$ cat config.mk
export PLATFORM = sky130hd
export DESIGN_NAME = order_preserving_alphabet_remap
export DESIGN_NICKNAME = d
export VERILOG_FILES = /design/src/sv/opar_pkg.sv /design/src/sv/opar_ram.sv /design/src/sv/opar_front.sv /design/src/sv/opar_back.sv /design/src/sv/order_preserving_alphabet_remap.sv
export VERILOG_INCLUDE_DIRS = /design/src /design/src/sv
export SDC_FILE = /design/constraint.sdc
export NUM_CORES = 2
export LEC_CHECK = 0
export BUFFER_PORTS_ARGS = -buffer_cell sky130_fd_sc_hd__buf_2
export CAP_MARGIN = 40
export CORE_MARGIN = 2
export CORE_UTILIZATION = 40
export CTS_CLUSTER_DIAMETER = 100
export DETAILED_ROUTE_END_ITERATION = 10
export PLACE_DENSITY_LB_ADDON = 0.2
export SYNTH_ARGS = -nofsm -noshare
export SYNTH_HDL_FRONTEND = slang
export SYNTH_SLANG_ARGS = --single-unit
$ cat constraint.sdc
create_clock -name clk -period 22.7 [get_ports clk]
set_input_delay 4.54 -clock clk [delete_from_list [all_inputs] [get_ports clk]]
set_output_delay 4.54 -clock clk [all_outputs]
set_load 0.02 [all_outputs]
$ cat src/sv/order_preserving_alphabet_remap_assert.svh
// Assertion macros shared by the order-preserving alphabet remap RTL.
// Depends on nothing; included by the modules that carry checks.
`ifndef ORDER_PRESERVING_ALPHABET_REMAP_ASSERT_SVH
`define ORDER_PRESERVING_ALPHABET_REMAP_ASSERT_SVH
`ifndef NO_ASSERTIONS
// Same-cycle implication, checked outside reset.
`define OPAR_ASSERT_NOW(label, clk, rst_n, ante, cons) \
  label: assert property (@(posedge clk) disable iff (!rst_n) (ante) |-> (cons)) \
    else $error("%m: same-cycle check failed");
// Next-cycle implication, checked outside reset.
`define OPAR_ASSERT_NEXT(label, clk, rst_n, ante, cons) \
  label: assert property (@(posedge clk) disable iff (!rst_n) (ante) |=> (cons)) \
    else $error("%m: next-cycle check failed");
`else
`define OPAR_ASSERT_NOW(label, clk, rst_n, ante, cons)
`define OPAR_ASSERT_NEXT(label, clk, rst_n, ante, cons)
`endif
`endif

$ cat src/sv/opar_pkg.sv
// Package for the order-preserving alphabet remap: widths, codes and the
// queue item type. Used by the front end, the back end and the top level.
package opar_pkg;

  localparam int SYM_W             = 8;
  localparam int DIST_W            = 9;
  localparam int ALPHABET_SIZE_DEF = 256;

  typedef enum logic [1:0] {
    CMD_COUNT = 2'd0,
    CMD_BUILD = 2'd1,
    CMD_REMAP = 2'd2,
    CMD_CLEAR = 2'd3
  } cmd_t;

  typedef enum logic [1:0] {
    ST_OK        = 2'd0,
    ST_NO_REMAP  = 2'd1,
    ST_CANNOT    = 2'd2,
    ST_UNMAPPED  = 2'd3
  } status_t;

  typedef enum logic [1:0] {
    BK_RUN,
    BK_SWEEP,
    BK_DONE
  } back_state_t;

  // One queued beat, classified by the front end.
  typedef struct packed {
    cmd_t             op;
    logic [SYM_W-1:0] sym;
    logic             in_range;
  } item_t;

endpackage

$ cat src/sv/opar_ram.sv
// Generic single-port RAM with registered read data.
// No dependencies.
module opar_ram #(
  parameter int WIDTH = 8,
  parameter int DEPTH = 256
) (
  input  logic                     clk,
  input  logic                     we,
  input  logic [$clog2(DEPTH)-1:0] addr,
  input  logic [WIDTH-1:0]         wdata,
  output logic [WIDTH-1:0]         rdata
);

  logic [WIDTH-1:0] mem_r [DEPTH];
  logic [WIDTH-1:0] rdata_r;

  always_ff @(posedge clk) begin
    if (we) begin
      mem_r[addr] <= wdata;
    end
    rdata_r <= mem_r[addr];
  end

  assign rdata = rdata_r;

endmodule

$ cat src/sv/opar_front.sv
// Front end: accepts input beats, classifies them and holds them in a
// two-entry queue for the back end. Depends on opar_pkg.
module opar_front #(
  parameter int ALPHABET_SIZE = opar_pkg::ALPHABET_SIZE_DEF
) (
  input  logic                      clk,
  input  logic                      rst_n,
  input  logic                      start,
  output logic                      busy,
  input  logic [1:0]                in_cmd,
  input  logic [opar_pkg::SYM_W-1:0] in_symbol,
  output logic                      q_vld,
  output opar_pkg::item_t           q_item,
  input  logic                      q_pop
);
  import opar_pkg::*;

  `include "order_preserving_alphabet_remap_assert.svh"

  item_t       mem_r [2];
  logic        wr_ptr_r, wr_ptr_nxt;
  logic        rd_ptr_r, rd_ptr_nxt;
  logic [1:0]  cnt_r, cnt_nxt;
  logic        push;
  item_t       new_item;

  assign busy  = (cnt_r == 2'd2);
  assign push  = start && !busy;
  assign q_vld = (cnt_r != 2'd0);
  assign q_item = mem_r[rd_ptr_r];

  always_comb begin
    new_item.op       = cmd_t'(in_cmd);
    new_item.sym      = in_symbol;
    new_item.in_range = ({1'b0, in_symbol} < 9'(ALPHABET_SIZE));
  end

  always_comb begin
    wr_ptr_nxt = wr_ptr_r ^ push;
    rd_ptr_nxt = rd_ptr_r ^ (q_pop && q_vld);
    cnt_nxt    = cnt_r + 2'(push) - 2'(q_pop && q_vld);
  end

  always_ff @(posedge clk) begin
    if (!rst_n) begin
      wr_ptr_r <= 1'b0;
      rd_ptr_r <= 1'b0;
      cnt_r    <= 2'd0;
    end else begin
      wr_ptr_r <= wr_ptr_nxt;
      rd_ptr_r <= rd_ptr_nxt;
      cnt_r    <= cnt_nxt;
    end
  end

  always_ff @(posedge clk) begin
    if (push) begin
      mem_r[wr_ptr_r] <= new_item;
    end
  end

  `OPAR_ASSERT_NOW(a_cnt_bound, clk, rst_n, 1'b1, cnt_r <= 2'd2)
  `OPAR_ASSERT_NOW(a_no_pop_empty, clk, rst_n, q_pop, q_vld)
  `OPAR_ASSERT_NOW(a_ptr_gap, clk, rst_n, cnt_r == 2'd1, wr_ptr_r != rd_ptr_r)

endmodule

$ cat src/sv/opar_back.sv
// Back end: executes queued beats against the presence bits, the map RAM
// and the valid bits, and sweeps the alphabet on a build. Depends on
// opar_pkg and opar_ram.
module opar_back #(
  parameter int ALPHABET_SIZE = opar_pkg::ALPHABET_SIZE_DEF
) (
  input  logic                        clk,
  input  logic                        rst_n,
  input  logic [opar_pkg::SYM_W-1:0]  reserved_below,
  input  logic                        q_vld,
  input  opar_pkg::item_t             q_item,
  output logic                        q_pop,
  output logic                        out_strobe,
  output logic [opar_pkg::SYM_W-1:0]  out_mapped_symbol,
  output logic [1:0]                  out_status,
  output logic [opar_pkg::DIST_W-1:0] out_distinct_symbols
);
  import opar_pkg::*;

  `include "order_preserving_alphabet_remap_assert.svh"

  localparam int AW = $clog2(ALPHABET_SIZE);

  back_state_t          state_r, state_nxt;
  logic [ALPHABET_SIZE-1:0] seen_r, seen_nxt;
  logic [ALPHABET_SIZE-1:0] valid_r, valid_nxt;
  logic                 ready_r, ready_nxt;
  logic [AW-1:0]        cnt_r, cnt_nxt;
  logic [DIST_W-1:0]    dist_r, dist_nxt;
  logic                 low_r, low_nxt;
  logic [SYM_W:0]       jump_r, jump_nxt;
  logic                 res_vld_r, res_vld_nxt;
  status_t              res_status_r, res_status_nxt;
  logic [DIST_W-1:0]    res_dist_r, res_dist_nxt;
  logic                 rm_pend_r, rm_pend_nxt;
  logic                 hit_r, hit_nxt;
  logic                 ram_we;
  logic [AW-1:0]        ram_addr;
  logic [SYM_W-1:0]     ram_wdata;
  logic [SYM_W-1:0]     ram_rdata;
  logic [AW-1:0]        q_idx;
  logic                 sweep_last;
  logic                 cannot;

  assign q_idx      = q_item.sym[AW-1:0];
  assign sweep_last = (cnt_r == AW'(ALPHABET_SIZE - 1));
  assign cannot     = ((10'(dist_r) + 10'(reserved_below)) >= 10'(ALPHABET_SIZE));

  // Next state.
  always_comb begin
    state_nxt = state_r;
    case (state_r)
      BK_RUN: begin
        if (q_vld && q_item.op == CMD_BUILD) begin
          state_nxt = BK_SWEEP;
        end
      end
      BK_SWEEP: begin
        if (sweep_last) begin
          state_nxt = BK_DONE;
        end
      end
      BK_DONE: state_nxt = BK_RUN;
      default: state_nxt = BK_RUN;
    endcase
  end

  // Datapath and outputs.
  always_comb begin
    seen_nxt       = seen_r;
    valid_nxt      = valid_r;
    ready_nxt      = ready_r;
    cnt_nxt        = cnt_r;
    dist_nxt       = dist_r;
    low_nxt        = low_r;
    jump_nxt       = jump_r;
    res_vld_nxt    = 1'b0;
    res_status_nxt = res_status_r;
    res_dist_nxt   = res_dist_r;
    rm_pend_nxt    = 1'b0;
    hit_nxt        = hit_r;
    q_pop          = 1'b0;
    ram_we         = 1'b0;
    ram_addr       = q_idx;
    ram_wdata      = SYM_W'(9'(cnt_r) + jump_r);
    case (state_r)
      BK_RUN: begin
        if (q_vld) begin
          q_pop = 1'b1;
          case (q_item.op)
            CMD_COUNT: begin
              if (q_item.in_range) begin
                seen_nxt[q_idx] = 1'b1;
              end
              res_vld_nxt    = 1'b1;
              res_status_nxt = ST_OK;
              res_dist_nxt   = '0;
            end
            CMD_REMAP: begin
              rm_pend_nxt = 1'b1;
              hit_nxt     = ready_r && q_item.in_range && valid_r[q_idx];
            end
            CMD_BUILD: begin
              // Entries present now get valid bits; the sweep fills their map words.
              valid_nxt = seen_r;
              ready_nxt = 1'b0;
              cnt_nxt   = '0;
              dist_nxt  = '0;
              low_nxt   = 1'b0;
              jump_nxt  = 9'(reserved_below) + 9'd1;
            end
            CMD_CLEAR: begin
              seen_nxt       = '0;
              valid_nxt      = '0;
              ready_nxt      = 1'b0;
              res_vld_nxt    = 1'b1;
              res_status_nxt = ST_OK;
              res_dist_nxt   = '0;
            end
            default: ;
          endcase
        end
      end
      BK_SWEEP: begin
        ram_addr = cnt_r;
        cnt_nxt  = cnt_r + AW'(1);
        if (seen_r[cnt_r]) begin
          ram_we   = 1'b1;
          dist_nxt = dist_r + DIST_W'(1);
          if (8'(cnt_r) <= reserved_below) begin
            low_nxt = 1'b1;
          end
        end else if (jump_r != '0) begin
          jump_nxt = jump_r - 9'd1;
        end
      end
      BK_DONE: begin
        res_vld_nxt  = 1'b1;
        res_dist_nxt = dist_r;
        ready_nxt    = !cannot;
        if (cannot) begin
          res_status_nxt = ST_CANNOT;
        end else if (low_r) begin
          res_status_nxt = ST_OK;
        end else begin
          // Nothing sits in the reserved range, so the sweep built the identity map.
          res_status_nxt = ST_NO_REMAP;
        end
      end
      default: ;
    endcase
  end

  always_ff @(posedge clk) begin
    if (!rst_n) begin
      state_r   <= BK_RUN;
      seen_r    <= '0;
      valid_r   <= '0;
      ready_r   <= 1'b0;
      res_vld_r <= 1'b0;
      rm_pend_r <= 1'b0;
    end else begin
      state_r   <= state_nxt;
      seen_r    <= seen_nxt;
      valid_r   <= valid_nxt;
      ready_r   <= ready_nxt;
      res_vld_r <= res_vld_nxt;
      rm_pend_r <= rm_pend_nxt;
    end
  end

  always_ff @(posedge clk) begin
    cnt_r        <= cnt_nxt;
    dist_r       <= dist_nxt;
    low_r        <= low_nxt;
    jump_r       <= jump_nxt;
    res_status_r <= res_status_nxt;
    res_dist_r   <= res_dist_nxt;
    hit_r        <= hit_nxt;
  end

  opar_ram #(
    .WIDTH (SYM_W),
    .DEPTH (ALPHABET_SIZE)
  ) u_map_ram (
    .clk   (clk),
    .we    (ram_we),
    .addr  (ram_addr),
    .wdata (ram_wdata),
    .rdata (ram_rdata)
  );

  // A remap result comes straight off the RAM read register.
  assign out_strobe           = res_vld_r || rm_pend_r;
  assign out_mapped_symbol    = (rm_pend_r && hit_r) ? ram_rdata : '0;
  assign out_status           = rm_pend_r ? (hit_r ? ST_OK : ST_UNMAPPED) : res_status_r;
  assign out_distinct_symbols = rm_pend_r ? '0 : res_dist_r;

  `OPAR_ASSERT_NOW(a_no_pop_sweep, clk, rst_n, state_r != BK_RUN, !q_pop)
  `OPAR_ASSERT_NOW(a_one_result, clk, rst_n, rm_pend_r, !res_vld_r)
  `OPAR_ASSERT_NOW(a_we_sweep, clk, rst_n, ram_we, state_r == BK_SWEEP)
  `OPAR_ASSERT_NEXT(a_done_result, clk, rst_n, state_r == BK_DONE,
                    res_vld_r && state_r == BK_RUN)

endmodule

$ cat src/sv/order_preserving_alphabet_remap.sv
// Top level of the order-preserving alphabet remap: configuration register,
// front-end queue and back-end executor. Depends on opar_pkg and submodules.
//
// Count, clear and remap beats never hold the back end, so a steady stream
// of them runs at one beat per cycle; a result is registered as its beat
// leaves the queue, a remap included, since its map word is loaded into
// the RAM read register at the same edge as the rest of the result. A
// build beat sweeps the alphabet through the map RAM write port one entry
// per cycle and holds the back end through the sweep and the done state;
// the two-entry queue then fills and busy rises. Every beat gives exactly
// one result, shown for one cycle with out_strobe; the receiver cannot
// stall it. The user must write reserved_below through cfg_we and
// cfg_wdata only while the block is idle; the block does not enforce it.
module order_preserving_alphabet_remap #(
  parameter int ALPHABET_SIZE = opar_pkg::ALPHABET_SIZE_DEF
) (
  input  logic                        clk,
  input  logic                        rst_n,
  input  logic                        start,
  output logic                        busy,
  input  logic [1:0]                  in_cmd,
  input  logic [opar_pkg::SYM_W-1:0]  in_symbol,
  output logic                        out_strobe,
  output logic [opar_pkg::SYM_W-1:0]  out_mapped_symbol,
  output logic [1:0]                  out_status,
  output logic [opar_pkg::DIST_W-1:0] out_distinct_symbols,
  input  logic                        cfg_we,
  input  logic [opar_pkg::SYM_W-1:0]  cfg_wdata
);
  import opar_pkg::*;

  logic [SYM_W-1:0] reserved_below_r, reserved_below_nxt;
  logic             q_vld;
  item_t            q_item;
  logic             q_pop;

  assign reserved_below_nxt = cfg_we ? cfg_wdata : reserved_below_r;

  always_ff @(posedge clk) begin
    if (!rst_n) begin
      reserved_below_r <= '0;
    end else begin
      reserved_below_r <= reserved_below_nxt;
    end
  end

  opar_front #(
    .ALPHABET_SIZE (ALPHABET_SIZE)
  ) u_front (
    .clk       (clk),
    .rst_n     (rst_n),
    .start     (start),
    .busy      (busy),
    .in_cmd    (in_cmd),
    .in_symbol (in_symbol),
    .q_vld     (q_vld),
    .q_item    (q_item),
    .q_pop     (q_pop)
  );

  opar_back #(
    .ALPHABET_SIZE (ALPHABET_SIZE)
  ) u_back (
    .clk                  (clk),
    .rst_n                (rst_n),
    .reserved_below       (reserved_below_r),
    .q_vld                (q_vld),
    .q_item               (q_item),
    .q_pop                (q_pop),
    .out_strobe           (out_strobe),
    .out_mapped_symbol    (out_mapped_symbol),
    .out_status           (out_status),
    .out_distinct_symbols (out_distinct_symbols)
  );

endmodule
==> results.md <==
* Cells on Worst Hold Path at 2
* Detail Route Antenna Nets at 0
* Fin. Hold Viols at 0
* Predominant post-synthesis flop cell: edfxtp_1
* Leading area contributor after synthesis: edfxtp_1
* GRT overflow at 0
* Synth cell count leaders: edfxtp_1 (2,107), a21oi_1 (584), dfxtp_1 (538), nand2_1 (493), mux4_2 (479)
* Synth area leaders: edfxtp_1 (59%), mux4_2 (10%), dfxtp_1 (10%)
* Max VDD drop at about 0.23 mV
* RSZ-0062 raised after global routing: no
* Per-cell routed wire length at roughly 32 um
* Final Max Slew Viols at 0
* Avg Cell Area, Syn at between 15 and 20 um2
* Overall Global Routing Usage at approximately 26%
* Post-route DRC at 0
* Post_cts resized at 0
* Fin crit period at around 7.3 ns
* Power density over the cells at ~140 mW/mm2
* Met2 routed WL at 153,600 um
* Worst hold path type: reg -> reg
* Max clock buf depth at 4
* Syn Std Cell Area at about 0.11 mm2
* R2R depth at 14
* Most common cell in the netlist: edfxtp_1
* Starting Density at between 40% and 50%
* Hold WS at roughly 0.48 ns
* Nets at 7,512
* Clock-pin transition on the worst setup and hold timing paths at 0.06 ns
* Worst endpoint data arrival time at approximately 2.7 ns
* Ys Warns at 0
* CP Class: reg -> out
* Clock Latency Late Sink at a little under 0.9 ns
* I/O Buffers at 42
* Worst hold endpoint: u_back.seen_r[118]$_SDFFE_PN0P_
* Synth Instances at approximately 7,000
* Initial drt markers at between 9,000 and 10,000
* Leakage power at 40.10 nW
* Design Power at 17.42 mW
* Vias at slightly below 70,000
* Layout overhead on the synthesized area at 14.95%
* Crit share post-route at 31.97%
* F_max at ~140 MHz
* Outcome: complete, no violations
* Largest net degree at the start of global routing at between 150 and 200
* Layout cells sized above 1 at between 20% and 30%
* Worst Setup End Kind: output pin
* Reg2reg end: u_back.u_map_ram.rdata[6]$_DFF_P_
* Yosys top cell area share at about three fifths
* Post-synthesis sequential area ratio at 68.86%
* Final setup fails at 0
* CTS Buf Count at 288
* First-pass DRT Iterations at 6
* Slew margin rel. at between 20% and 30%
* CP Max Fanout at 14
* DIE AREA at ~0.27 mm2
* IO Pins at between 40 and 50
* Post-synth EDFFs at roughly 2,100
* Reg-to-reg setup timing slack at ~16 ns
* HP Start: u_back.seen_r[118]$_SDFFE_PN0P_
* Setup Skew at between 0.09 and 0.1 ns
* Die Y at roughly 520 um
* Rows at 190
* Total Wirelength at roughly 360,000 um
* Wl on met1 at approximately 150,000 um
* GPL Wtd Cong at around 0.95
* Die width at 522.5 um
* Syn Nets at between 7,000 and 8,000
* FF+latch count, synth at ~2,600
* First-pass GRT wire length at 500,700 um
* Highest Signal Layer: met5
* H-tree levels at 5
* CTS tree: yes
* Initial antenna violation count at 7
* CTS Root Cell: clkbuf_16
* # Post-CTS Setup Buffers at 0
* Core region area at 0.2677 mm2
* Vias in the first global route at 64,990
* Worst Path Required at 18.16 ns
* Routed vias/inst at approximately 6
* Sink Count at about 2,600
* Worst flop-to-flop path startpoint: u_back.cnt_r[0]$_SDFFCE_PN0P_
* Pin slew with the least headroom to its limit at about 1.1 ns
* Met3 wire length at ~39,000 um
* Startpoint Class: flop
* Async S/R FF share, synth at 0%
* Post-synthesis cell type count at 76
* CTS Hold Bufs at 0
* Max-cap viol count at 0
* TNS Setup at 0 ns
* HPWL Detailed at 222,000 um
-- per-layer routing --
metal,GRT usage (%),vias to the layer above
met5,0,-
met4,9.122,6
met3,6.858,674
met2,36.93,3868
met1,37.08,35650
li1,-,28450
-- registers in the layout, summed over array words and instances (netlist names), 2 cells and up, named ones only --
signal	count
reserved_below_r	8
u_back.cnt_r	8
u_back.dist_r	9
u_back.jump_r	9
u_back.res_dist_r	9
u_back.res_status_r	2
u_back.seen_r	256
u_back.state_r	2
u_back.u_map_ram.mem_r	2048
u_back.u_map_ram.rdata	8
u_back.valid_r	256
u_front.cnt_r	2
u_front.mem_r	20
-- final cells by class --
class | count | area [um2]
antenna | 5 | 12.51
timing repair buffer | 565 | 4491
inverter | 48 | 187.7
tap | 3552 | 4444
clock buffer | 367 | 7833
clock inverter | 119 | 1095
fill | 23200 | 144100
sequential | 2645 | 74040
multi-input combinational | 3906 | 31500
-- report_power, final --
part           switching (mW)  internal (mW)
Combinational            4.77           1.52
Sequential             0.0507           6.53
Clock                    1.93           2.62
-- worst max-delay path: stages, from the launching register on --
cell and delay [ns]:
dfxtp_1 0.94, buf_4 0.34, and3_1 0.35, buf_2 0.23
-- worst max path at each step --
stage,start,to,slack (ns),depth (start not counted)
final,u_back.rm_pend_r$_SDFF_PN0_,out_mapped_symbol[6],15.44,3
after detailed placement,rst_n,u_back.seen_r[108]$_SDFFE_PN0P_,16.03,5
after global placement,rst_n,u_back.seen_r[21]$_SDFFE_PN0P_,15.83,5
after global routing,u_back.rm_pend_r$_SDFF_PN0_,out_mapped_symbol[0],15.41,3
after floorplan,u_back.cnt_r[1]$_SDFFCE_PN0P_,u_back.u_map_ram.mem_r[0][6]$_DFFE_PP_,11.73,11
after CTS,u_back.rm_pend_r$_SDFF_PN0_,out_mapped_symbol[0],15.37,3
-- cells by family after synthesis --
kind of cell / synth area share, %
fa+ha+maj: 0.4329
buf+inv: 2.399
xor+xnor: 0.2607
flops: 68.86
simple gates: 9.797
compound gates: 6.611
mux: 11.64
-- metrics by stage --
| stage | setup slack, ns | util, % | instance area (um2) | std cells |
|---|---|---|---|---|
| 2_1_floorplan | 11.73 | - | 107500 | 7135 |
| 3_3_place_gp | 15.83 | 42.24 | 113100 | 10530 |
| 3_5_place_dp | 16.03 | 42.82 | 114600 | 10710 |
| 4_1_cts | 15.37 | 46.16 | 123600 | 11200 |
| 5_1_grt | 15.41 | 46.17 | 123600 | 11200 |
| 6_report | 15.44 | 46.18 | 123600 | 11210 |
-- layout by cell type (no fill, tap or decap), types with 15 or more instances in the layout --
cell type  Yosys  final
a2111oi_0     42     41
a211oi_1      33     33
a21oi_1      584    583
a22o_1        28     28
a22oi_1       86     86
a311oi_1      19     19
a31oi_1       40     38
a32oi_1       55     55
and2_1        21     21
and3_1        24     24
buf_12         0     22
buf_2        136    116
buf_4         34    403
bufinv_16      0     16
clkbuf_1     319     54
clkbuf_16      0    295
clkbuf_8       0     18
clkinv_1       0     41
clkinv_2       0     37
dfxtp_1      538    538
edfxtp_1    2107   2107
ha_1          34     32
inv_1         45     44
mux2i_1      157    152
mux4_2       479    479
nand2_1      493    481
nand3_1      163    163
nand4_1       81     81
nor2_1       393    378
nor2b_1      281    281
nor3_1       285    262
nor3_2         0     22
nor3b_1      262    262
nor4_1        33     17
nor4_2         0     15
o2111ai_1     22     22
o211a_1       34     34
o211ai_1      15     15
o21ai_0       48     47
o22ai_1       17     17
Power figures use the tool's default switching activity.
